File: config.mk
export PLATFORM = sky130hd
export DESIGN_NAME = checksummed_command_deque_top
export DESIGN_NICKNAME = d
export VERILOG_FILES = /design/src/ccd_pkg.sv /design/src/checksummed_command_deque_top.sv
export VERILOG_INCLUDE_DIRS = /design/src /design/src/src
export SDC_FILE = /design/constraint.sdc
export NUM_CORES = 2
export LEC_CHECK = 0
export ABC_CLOCK_PERIOD_IN_PS = 18850
export BUFFER_PORTS_ARGS = -buffer_cell sky130_fd_sc_hd__buf_4
export CORE_UTILIZATION = 45
export DETAILED_ROUTE_END_ITERATION = 8
export GPL_ROUTABILITY_DRIVEN = 0
export PLACE_DENSITY = 0.6
export SYNTH_ARGS = -nofsm -noshare
export SYNTH_HDL_FRONTEND = slang
export SYNTH_SLANG_ARGS = --single-unit
File: constraint.sdc
create_clock -name clk -period 18.85 [get_ports clk]
set_input_delay 0.9425 -clock clk [delete_from_list [all_inputs] [get_ports clk]]
set_output_delay 0.9425 -clock clk [all_outputs]
set_load 0.05 [all_outputs]
File: src/assert_macros.svh
// ----------------------------------------------------------------------------
// assert_macros.svh
// Assertion macros shared by the RTL, compiled out when SYNTH is defined
// ----------------------------------------------------------------------------
`ifndef ASSERT_MACROS_SVH
`define ASSERT_MACROS_SVH

`ifndef SYNTH

// property checked outside reset
`define ASSERT_PROP(lbl, clk, rst, prop) \
  lbl: assert property (@(posedge clk) disable iff (rst) prop) \
    else $error("assertion failed");

// property checked at every edge, reset included
`define ASSERT_PROP_ALWAYS(lbl, clk, prop) \
  lbl: assert property (@(posedge clk) prop) \
    else $error("assertion failed");

`else

`define ASSERT_PROP(lbl, clk, rst, prop)
`define ASSERT_PROP_ALWAYS(lbl, clk, prop)

`endif

`endif

File: src/ccd_pkg.sv
// ----------------------------------------------------------------------------
// ccd_pkg
// Constants, codes and the byte-sum function of the checksummed command deque
// ----------------------------------------------------------------------------
`timescale 1ns / 1ps

package ccd_pkg;

  // default sizing
  localparam int DEPTH_DEF     = 16;
  localparam int MSG_BYTES_DEF = 8;

  // field widths
  localparam int FUNC_W    = 2;
  localparam int ID_W      = 16;
  localparam int MSG_MAX_W = 64;
  localparam int STATUS_W  = 2;
  localparam int SUM_W     = 12;

  // operation codes
  localparam logic [FUNC_W-1:0] FUNC_PUSH_TAIL = 2'd0;
  localparam logic [FUNC_W-1:0] FUNC_PUSH_HEAD = 2'd1;
  localparam logic [FUNC_W-1:0] FUNC_POP       = 2'd2;

  // result status codes
  localparam logic [STATUS_W-1:0] STATUS_OK    = 2'd0;
  localparam logic [STATUS_W-1:0] STATUS_CSUM  = 2'd1;
  localparam logic [STATUS_W-1:0] STATUS_EMPTY = 2'd2;

  // sum of the two id bytes and the eight message bytes, modulo 4096
  function automatic logic [SUM_W-1:0] byte_sum(input logic [ID_W-1:0] id,
                                                 input logic [MSG_MAX_W-1:0] msg);
    logic [SUM_W-1:0] s;
    s = SUM_W'(id[7:0]) + SUM_W'(id[15:8]);
    for (int b = 0; b < MSG_MAX_W / 8; b++) begin
      s = s + SUM_W'(msg[8*b +: 8]);
    end
    return s;
  endfunction

endpackage

File: src/checksummed_command_deque_top.sv
// Checksummed command deque: a ring of DEPTH command entries (id, message and
// byte-sum checksum) with push at tail, push at head and pop from head. After
// reset the block sweeps the entry memory to zero, one entry a cycle, with
// in_ready low; after that it takes one command every cycle unless the read
// stage and the output register are both full and out_ready is low. The
// command word is taken into the read stage, and its result word is loaded
// into the output register once that register is free or being taken. The
// one-entry-per-command memory port sets the rate. There is no full
// detection: pushes into a full ring overwrite, and a pop reports empty only
// when head and tail pointers are equal before wrapping.
// ----------------------------------------------------------------------------
// checksummed_command_deque_top
// Ring-buffer deque of checksummed command entries with a registered memory
// ----------------------------------------------------------------------------
`timescale 1ns / 1ps

`include "assert_macros.svh"

module checksummed_command_deque_top #(
  parameter int DEPTH     = ccd_pkg::DEPTH_DEF,
  parameter int MSG_BYTES = ccd_pkg::MSG_BYTES_DEF
) (
  input  logic                          clk,
  input  logic                          rst,
  input  logic                          in_valid,
  output logic                          in_ready,
  input  logic [ccd_pkg::FUNC_W-1:0]    func,
  input  logic [ccd_pkg::ID_W-1:0]      cmd_id,
  input  logic [ccd_pkg::MSG_MAX_W-1:0] message,
  output logic                          out_valid,
  input  logic                          out_ready,
  output logic [ccd_pkg::STATUS_W-1:0]  status,
  output logic [ccd_pkg::ID_W-1:0]      out_cmd_id,
  output logic [ccd_pkg::MSG_MAX_W-1:0] out_message
);

  import ccd_pkg::*;

  localparam int ADDR_W = $clog2(DEPTH);
  localparam int PTR_W  = $clog2(DEPTH + 1);
  localparam int MSG_W  = 8 * MSG_BYTES;
  localparam logic [PTR_W-1:0]  PTR_DEPTH = PTR_W'(DEPTH);
  localparam logic [PTR_W-1:0]  PTR_LAST  = PTR_W'(DEPTH - 1);
  localparam logic [ADDR_W-1:0] ADDR_LAST = ADDR_W'(DEPTH - 1);

  typedef struct packed {
    logic [ID_W-1:0]  id;
    logic [MSG_W-1:0] msg;
    logic [SUM_W-1:0] sum;
  } entry_t;

  // clearing sweep
  logic              clr_busy;
  logic [ADDR_W-1:0] clr_idx;

  // ring pointers, range 0 to DEPTH
  logic [PTR_W-1:0] head, head_next;
  logic [PTR_W-1:0] tail, tail_next;
  logic [PTR_W-1:0] tail_wrap, head_wrap, head_dec;

  // entry memory
  entry_t            mem [DEPTH];
  logic              wr_en, rd_en;
  logic [ADDR_W-1:0] wr_addr, rd_addr;
  entry_t            wr_data, new_entry, rd_q;

  // handshake
  logic in_fire, s1_adv;

  // read stage
  logic                s1_valid;
  logic                s1_pop_rd;
  logic [STATUS_W-1:0] s1_status;
  logic                issue_pop_rd;
  logic [STATUS_W-1:0] issue_status;

  // result forming
  logic [SUM_W-1:0]     chk_sum;
  logic [STATUS_W-1:0]  res_status;
  logic [ID_W-1:0]      res_id;
  logic [MSG_MAX_W-1:0] res_msg;

  // stall logic: read stage moves when the output register is free
  assign s1_adv   = s1_valid && (!out_valid || out_ready);
  assign in_ready = !clr_busy && (!s1_valid || !out_valid || out_ready);
  assign in_fire  = in_valid && in_ready;

  // pointer wraps ahead of use
  assign tail_wrap = (tail >= PTR_DEPTH) ? '0 : tail;
  assign head_wrap = (head >= PTR_DEPTH) ? '0 : head;
  assign head_dec  = (head == '0 || head > PTR_DEPTH) ? PTR_LAST : head - PTR_W'(1);

  // entry written by a push, message trimmed to the stored bytes
  assign new_entry.id  = cmd_id;
  assign new_entry.msg = message[MSG_W-1:0];
  assign new_entry.sum = byte_sum(cmd_id, MSG_MAX_W'(message[MSG_W-1:0]));

  // command decode: memory access and pointer update
  // a stored sum always matches its entry, so a pop advances head at issue
  always_comb begin
    head_next    = head;
    tail_next    = tail;
    wr_en        = 1'b0;
    wr_addr      = clr_idx;
    wr_data      = '0;
    rd_en        = 1'b0;
    rd_addr      = head_wrap[ADDR_W-1:0];
    issue_pop_rd = 1'b0;
    issue_status = STATUS_OK;
    if (clr_busy) begin
      wr_en = 1'b1;
    end else if (in_fire) begin
      unique case (func)
        FUNC_PUSH_TAIL: begin
          wr_en     = 1'b1;
          wr_addr   = tail_wrap[ADDR_W-1:0];
          wr_data   = new_entry;
          tail_next = tail_wrap + PTR_W'(1);
        end
        FUNC_PUSH_HEAD: begin
          wr_en     = 1'b1;
          wr_addr   = head_dec[ADDR_W-1:0];
          wr_data   = new_entry;
          head_next = head_dec;
        end
        FUNC_POP: begin
          if (tail == head) begin
            issue_status = STATUS_EMPTY;
          end else begin
            rd_en        = 1'b1;
            issue_pop_rd = 1'b1;
            head_next    = head_wrap + PTR_W'(1);
          end
        end
        default: begin
        end
      endcase
    end
  end

  // memory write port and registered read port
  always_ff @(posedge clk) begin
    if (wr_en) begin
      mem[wr_addr] <= wr_data;
    end
    if (rd_en) begin
      rd_q <= mem[rd_addr];
    end
  end

  // control registers
  always_ff @(posedge clk) begin
    if (rst) begin
      clr_busy  <= 1'b1;
      clr_idx   <= '0;
      head      <= '0;
      tail      <= '0;
      s1_valid  <= 1'b0;
      out_valid <= 1'b0;
    end else begin
      if (clr_busy) begin
        clr_idx <= clr_idx + ADDR_W'(1);
        if (clr_idx == ADDR_LAST) begin
          clr_busy <= 1'b0;
        end
      end
      head <= head_next;
      tail <= tail_next;
      if (in_fire) begin
        s1_valid <= 1'b1;
      end else if (s1_adv) begin
        s1_valid <= 1'b0;
      end
      if (s1_adv) begin
        out_valid <= 1'b1;
      end else if (out_ready) begin
        out_valid <= 1'b0;
      end
    end
  end

  // checksum recheck of the popped entry
  always_comb begin
    chk_sum    = byte_sum(rd_q.id, MSG_MAX_W'(rd_q.msg));
    res_status = s1_status;
    res_id     = '0;
    res_msg    = '0;
    if (s1_pop_rd) begin
      if (chk_sum != rd_q.sum) begin
        res_status = STATUS_CSUM;
      end else begin
        res_status = STATUS_OK;
        res_id     = rd_q.id;
        res_msg    = MSG_MAX_W'(rd_q.msg);
      end
    end
  end

  // read stage and output payload registers
  always_ff @(posedge clk) begin
    if (in_fire) begin
      s1_pop_rd <= issue_pop_rd;
      s1_status <= issue_status;
    end
    if (s1_adv) begin
      status      <= res_status;
      out_cmd_id  <= res_id;
      out_message <= res_msg;
    end
  end

  // pointers never pass DEPTH
  `ASSERT_PROP(a_ptr_range, clk, rst, (head <= PTR_DEPTH) && (tail <= PTR_DEPTH))
  // read data of a waiting pop holds while the read stage waits on the output
  `ASSERT_PROP(a_rd_hold, clk, rst, (s1_valid && s1_pop_rd && !s1_adv) |=> $stable(rd_q))
  // stored sums always match their entries
  `ASSERT_PROP(a_no_csum_err, clk, rst, out_valid |-> (status != STATUS_CSUM))
  // reset restarts the clearing sweep at entry zero
  `ASSERT_PROP_ALWAYS(a_clr_start, clk, rst |=> (clr_busy && clr_idx == '0))

endmodule
* Word level (Yosys, flattened, before mapping)
Memories as Yosys holds them, arrays and structs flattened. A register that Yosys moved wholly into a read port is not among the register bits.
Index checks and enable logic that the tools add are counted.
** Word-level totals
- Register bits :: 102
- Bits in writable memories :: 1472
- Input port bits :: 86
- Output and inout bits :: 84
- Logic and storage cells :: 95
- Memories :: 1
** Memory list
- mem :: depth 16, width 92, rd ports 1, clocked after memory_dff 1, wr ports 1, RTL line checksummed_command_deque_top.sv:62 : entry_t mem [DEPTH];
** Operators by class
- $add $sub $neg :: 22
- $lt $le $gt $ge :: 3
- Equal/unequal tests :: 6
- Muxes and demuxes :: 29
- Bitwise gates (word level) :: 3
- Reduce and logical (&&, ||, !) cells :: 20
** Operator list (count)
- $mux W92 :: 3
- $add A12 B8 Y12 :: 10
- $add A11 B8 Y12 :: 2
- $add A10 B8 Y11 :: 2
- $add A9 B8 Y10 :: 2
- $mux W5 :: 4
- $add A8 B8 Y9 :: 2
- $mux W1 :: 16
- $ne A12 B12 Y1 :: 1
- $add A5 B1 Y5 const B :: 2
- $ge A5 B5 Y1 const B :: 2
- $pmux W5 S2 :: 1
- $mux W4 :: 2
- $pmux W4 S2 :: 1
- $reduce_bool A2 Y1 :: 3
- $reduce_or A2 Y1 :: 3
- $eq A5 B5 Y1 :: 1
- $gt A5 B5 Y1 const B :: 1
- $logic_not A5 Y1 :: 1
- $sub A5 B1 Y5 const B :: 1
- $add A4 B1 Y4 const B :: 1
- $eq A4 B4 Y1 const B :: 1
- $logic_or A1 B1 Y1 :: 4
- $mux W2 :: 2
- other kinds (9) :: 15

* Logic depth before layout (Yosys ltp)
- Word-level depth :: 12
- Mapped depth :: 20
- Mapped depth without buffers :: 19

* Worst setup path before layout
No wires, ideal clock.
- Path kind :: input-to-reg
- Start point :: in out_ready
- End point :: mem mem[0][0] (netlist bit), enable pin
- Setup time :: 0.543 ns
- Data arrival time :: 6.693 ns
- Required time :: 18.307 ns
- Path slack :: 11.614 ns
- Stages on the path :: 8
- Path buffers :: 1
- Cell sequence :: nor2b_1 > a21oi_1 > nand2_1 > clkbuf_1 > nor2_1 > o21ai_0 > or2_2 > nor2_1
** Between the ends
- Cells in the longest elaborated chain, start to end :: 7
- Elaborated cells on any way between the ends :: 9
- Classes of those cells :: mux (6); reduce/logical (3)
** Ends and longest elaborated chain
- from (decl) :: RTL line checksummed_command_deque_top.sv:31 : input logic out_ready,
- $logic_or A1 B1 Y1 (*) :: RTL line checksummed_command_deque_top.sv:85 : assign in_ready = !clr_busy && (!s1_valid || !out_valid || out_ready);
- $logic_and A1 B1 Y1 (*) :: RTL line checksummed_command_deque_top.sv:85
- via in_ready :: RTL line checksummed_command_deque_top.sv:26 : output logic in_ready,
- $logic_and A1 B1 Y1 (*) :: RTL line checksummed_command_deque_top.sv:86 : assign in_fire = in_valid && in_ready;
- $mux W1 :: RTL line checksummed_command_deque_top.sv:112 : end else if (in_fire) begin
- $mux W1 :: RTL line checksummed_command_deque_top.sv:110 : if (clr_busy) begin
- $mux W1 :: RTL line checksummed_command_deque_top.sv:143 : if (wr_en) begin
- $mux W1 (not written as such) :: RTL line checksummed_command_deque_top.sv:144 : mem[wr_addr] <= wr_data;
- to (decl) :: RTL line checksummed_command_deque_top.sv:62
The timed path passes the listed nets; every way through them passes the cells marked *.

* Worst setup path in the final report
- Start point :: reg, netlist name rd_q[40]
- End point :: reg out_cmd_id[9] (netlist bit), data pin
** Between the ends
- Cells in the longest elaborated chain, start to end :: 7
** Ends and longest elaborated chain
- $add A12 B8 Y12 (5 in series) :: RTL line ccd_pkg.sv:36 : s = s + SUM_W'(msg[8*b +: 8]);
- $ne A12 B12 Y1 :: RTL line checksummed_command_deque_top.sv:189 : if (chk_sum != rd_q.sum) begin
- $reduce_or A2 Y1 (no source line)
- to (signal assigned) :: RTL line checksummed_command_deque_top.sv:207 : out_cmd_id <= res_id;
- to (decl) :: RTL line checksummed_command_deque_top.sv:33 : output logic [ccd_pkg::ID_W-1:0] out_cmd_id,
Every way passes these cells.
A chain may end at the register's enable or synchronous reset.

==> results.toml <==
[synth]
synthCells = 4424
synth_area_per_cell_um2 = 15.7
synth_area_leaders = "sky130_fd_sc_hd__edfxtp_1 (71%), sky130_fd_sc_hd__mux2_2 (4.5%), sky130_fd_sc_hd__mux2i_1 (4.0%)"
syn_area_mm2 = 0.0696
post_synth_edffs = 1648
synth-seq-area-share = 0.715
ys_seq_elements = 1665
synthMostInstantiatedCell = "sky130_fd_sc_hd__edfxtp_1"
count_of_unique_library_cells_instantiated_by_yosys = 57
synthDominantCellAreaShare = 0.711
ys_dominant_reg_cell = "sky130_fd_sc_hd__edfxtp_1"
mappedNetlistNets = 4678
synth_async_sr_flop_share = 0
yosysTopAreaCell = "sky130_fd_sc_hd__edfxtp_1"
synth.yosys.warnings = 0
synthTopCellsByCount = "sky130_fd_sc_hd__edfxtp_1 (1648), sky130_fd_sc_hd__a21oi_1 (486), sky130_fd_sc_hd__o21ai_0 (292), sky130_fd_sc_hd__mux2i_1 (280), sky130_fd_sc_hd__mux2_2 (277)"

[timing]
relSlewSlack = 0.0987
clock.fmax_ghz = 0.157
final.setup_skew_ns = 0.0274
worst_slew_pin_slew_ns = 1.35
totalNegativeSetupSlack_ns = 0
setup_violations = 0
final-hold-violation-count = 0
rsz_0062_raised_after_global_routing = "false"
final.min_clock_period_ns = 6.37
final_max_slew_viol_count = 0
timing.final.crit_share = 0.338

[drt]
num_vias = 40400
initialDrtViolationCount = 4974
pre_antenna_drt_iters = 6
uppermost_signal_routing_layer_after_detailed_routing = "met5"
wl_met1_um = 88400
ant_nets = 0
remaining_drc_errors = 0
route.met2.wl_um = 93800
dr_wl_met3_um = 20100
detail_route.wl_per_cell_um = 30.5
vias_per_cell = 5.97
routed_wl_um = 206000

[floorplanning]
die-width_um = 395
ios = 170
placeableCoreArea_mm2 = 0.154
initial_core_util = 0.453
core.rowCount = 144
floorplan.die_area_mm2 = 0.156
die_height_um = 395

[finish]
finish.net_count = 4841
drive_gt1_frac = 0.190
layout.filler_cells = 12700
finish.utilization = 0.511
instances_no_fill = 6767
design_area_mm2 = 0.0787
flow.area_growth_from_synthesis_pct = 13.0

[clock_network]
cts_buffer_depth = 3
post_cts_hold_buffer_count = 0
clk_root_buffer_cell = "sky130_fd_sc_hd__clkbuf_16"
cts_num_sinks = 1665
post_cts.repair.setup_buffers = 0
cts.reportedPaths.clkPinSlew_ns = 0.06
htree_num_levels = 4
cts_tree = "done"
cts_resized = 0
clkLatencyLatePin_ns = 0.82
cts_inserted_buffers = 170

[placement]
dp.cells = 6459
io_buffer_count = 169
placed_cell_area_mm2 = 0.0734
dpl.hpwl_um = 114000

[grt]
antenna_violations_before_repair = 11
first_global_vias = 39200
grt_pass1_wl_um = 292000
grt-ovfl-total = 0
track_usage = 0.262
maximum_number_of_pins_on_one_net_before_global_route_repair = 119

[job]
max-cap-violations = 0

[worst_setup_path]
start_kind = "flip-flop"
cp.required_ns = 19.49
critical_path.endpoint_type = "flip-flop"
worstPathArrival_ns = 7.00
crit_path_max_fanout = 54
path_class = "reg2reg"

[min_path]
hold_path.class = "in2reg"

[pwr]
power_per_cell_area_mw_per_mm2 = 102
leakagePower_nw = 27.3
peakVddDrop_mv = 0.141
total_power_mw = 8.05

[run_status]
result_of_the_run = "finished, final reports clean"
[power breakdown]
| group | switching [mW] | total (mW) | internal [mW] |
|---|---|---|---|
| sequential | 0.0142 | 4.11 | 4.09 |
| clock | 1.42 | 3.23 | 1.81 |
| combinational | 0.441 | 0.712 | 0.270 |
| total | 1.87 | 8.05 | 6.18 |
[final cells by class]
class                      count  area, µm²  area share
sequential                  1665      49800       0.634
multi-input combinational   2243      18000       0.229
clock buffer                 219       4500      0.0572
tap                         2044       2560      0.0325
timing repair buffer         268       2100      0.0267
inverter                     239        905      0.0115
clock inverter                87        776     0.00986
antenna                        2       5.00   0.0000636
[final timing paths]
check / depth (start not counted) / endpoint / from / slack (ns)
max: 16 / out_cmd_id[9] / rd_q[40] / 12.48
min: 2 / tail[4] / rst / 0.47
max reg2reg: 16 / out_cmd_id[9] / rd_q[40] / 12.48
min reg2reg: 2 / s1_valid / s1_valid / 0.49
[sequential cells by signal (all words and copies together), names as in the netlist]
signal / count
clr_busy: 1
mem: 1472
clr_idx: 4
head: 5
s1_status: 1
rd_q: 92
status: 2
out_message: 64
s1_pop_rd: 1
tail: 5
out_cmd_id: 16
s1_valid: 1
out_valid: 1
[kinds of logic after synthesis]
kind of cell    share of synthesized area
compound gates                     0.0842
xor+xnor                          0.00415
fa+ha+maj                          0.0433
buf+inv                            0.0291
flops                               0.715
mux                                0.0850
simple gates                       0.0388
[layer usage]
layer | vias up | global-route usage
met5 | - | 0
met4 | 2 | 0.0598
met3 | 251 | 0.0565
met2 | 1999 | 0.398
met1 | 20900 | 0.386
li1 | 17200 | -
[per-stage QoR]
stage                     hold WS (ns)  setup WS, ns
after floorplan                  0.454         11.61
after global placement           0.475         12.50
after detailed placement         0.484         12.47
after CTS                        0.425         12.51
after global routing             0.446         12.21
final                            0.466         12.48
[cells in the final DEF, fill, tap and decap left out, types with 120 or more instances in the layout]
master / instances
sky130_fd_sc_hd__edfxtp_1: 1648
sky130_fd_sc_hd__clkbuf_16: 173
sky130_fd_sc_hd__nand2_1: 120
sky130_fd_sc_hd__inv_1: 235
sky130_fd_sc_hd__mux2i_1: 280
sky130_fd_sc_hd__a21oi_1: 486
sky130_fd_sc_hd__o21ai_0: 291
sky130_fd_sc_hd__fa_1: 122
sky130_fd_sc_hd__buf_4: 261
sky130_fd_sc_hd__nor2_1: 127
sky130_fd_sc_hd__mux2_2: 277
[critical path: stages, from the launching register on]
cell	delay, ns
sky130_fd_sc_hd__edfxtp_1	0.43
sky130_fd_sc_hd__fa_1	0.65
sky130_fd_sc_hd__inv_1	0.09
sky130_fd_sc_hd__fa_1	0.55
sky130_fd_sc_hd__fa_1	0.44
sky130_fd_sc_hd__fa_1	0.50
sky130_fd_sc_hd__inv_1	0.05
sky130_fd_sc_hd__fa_1	0.45
sky130_fd_sc_hd__ha_1	0.34
sky130_fd_sc_hd__o21a_1	0.20
sky130_fd_sc_hd__o31a_2	0.12
sky130_fd_sc_hd__o21a_1	0.18
sky130_fd_sc_hd__or4_1	0.53
sky130_fd_sc_hd__a21oi_2	0.20
sky130_fd_sc_hd__nand4_4	0.52
sky130_fd_sc_hd__buf_4	0.61
sky130_fd_sc_hd__nor3_2	0.26
Power figures use the tool's default switching activity.
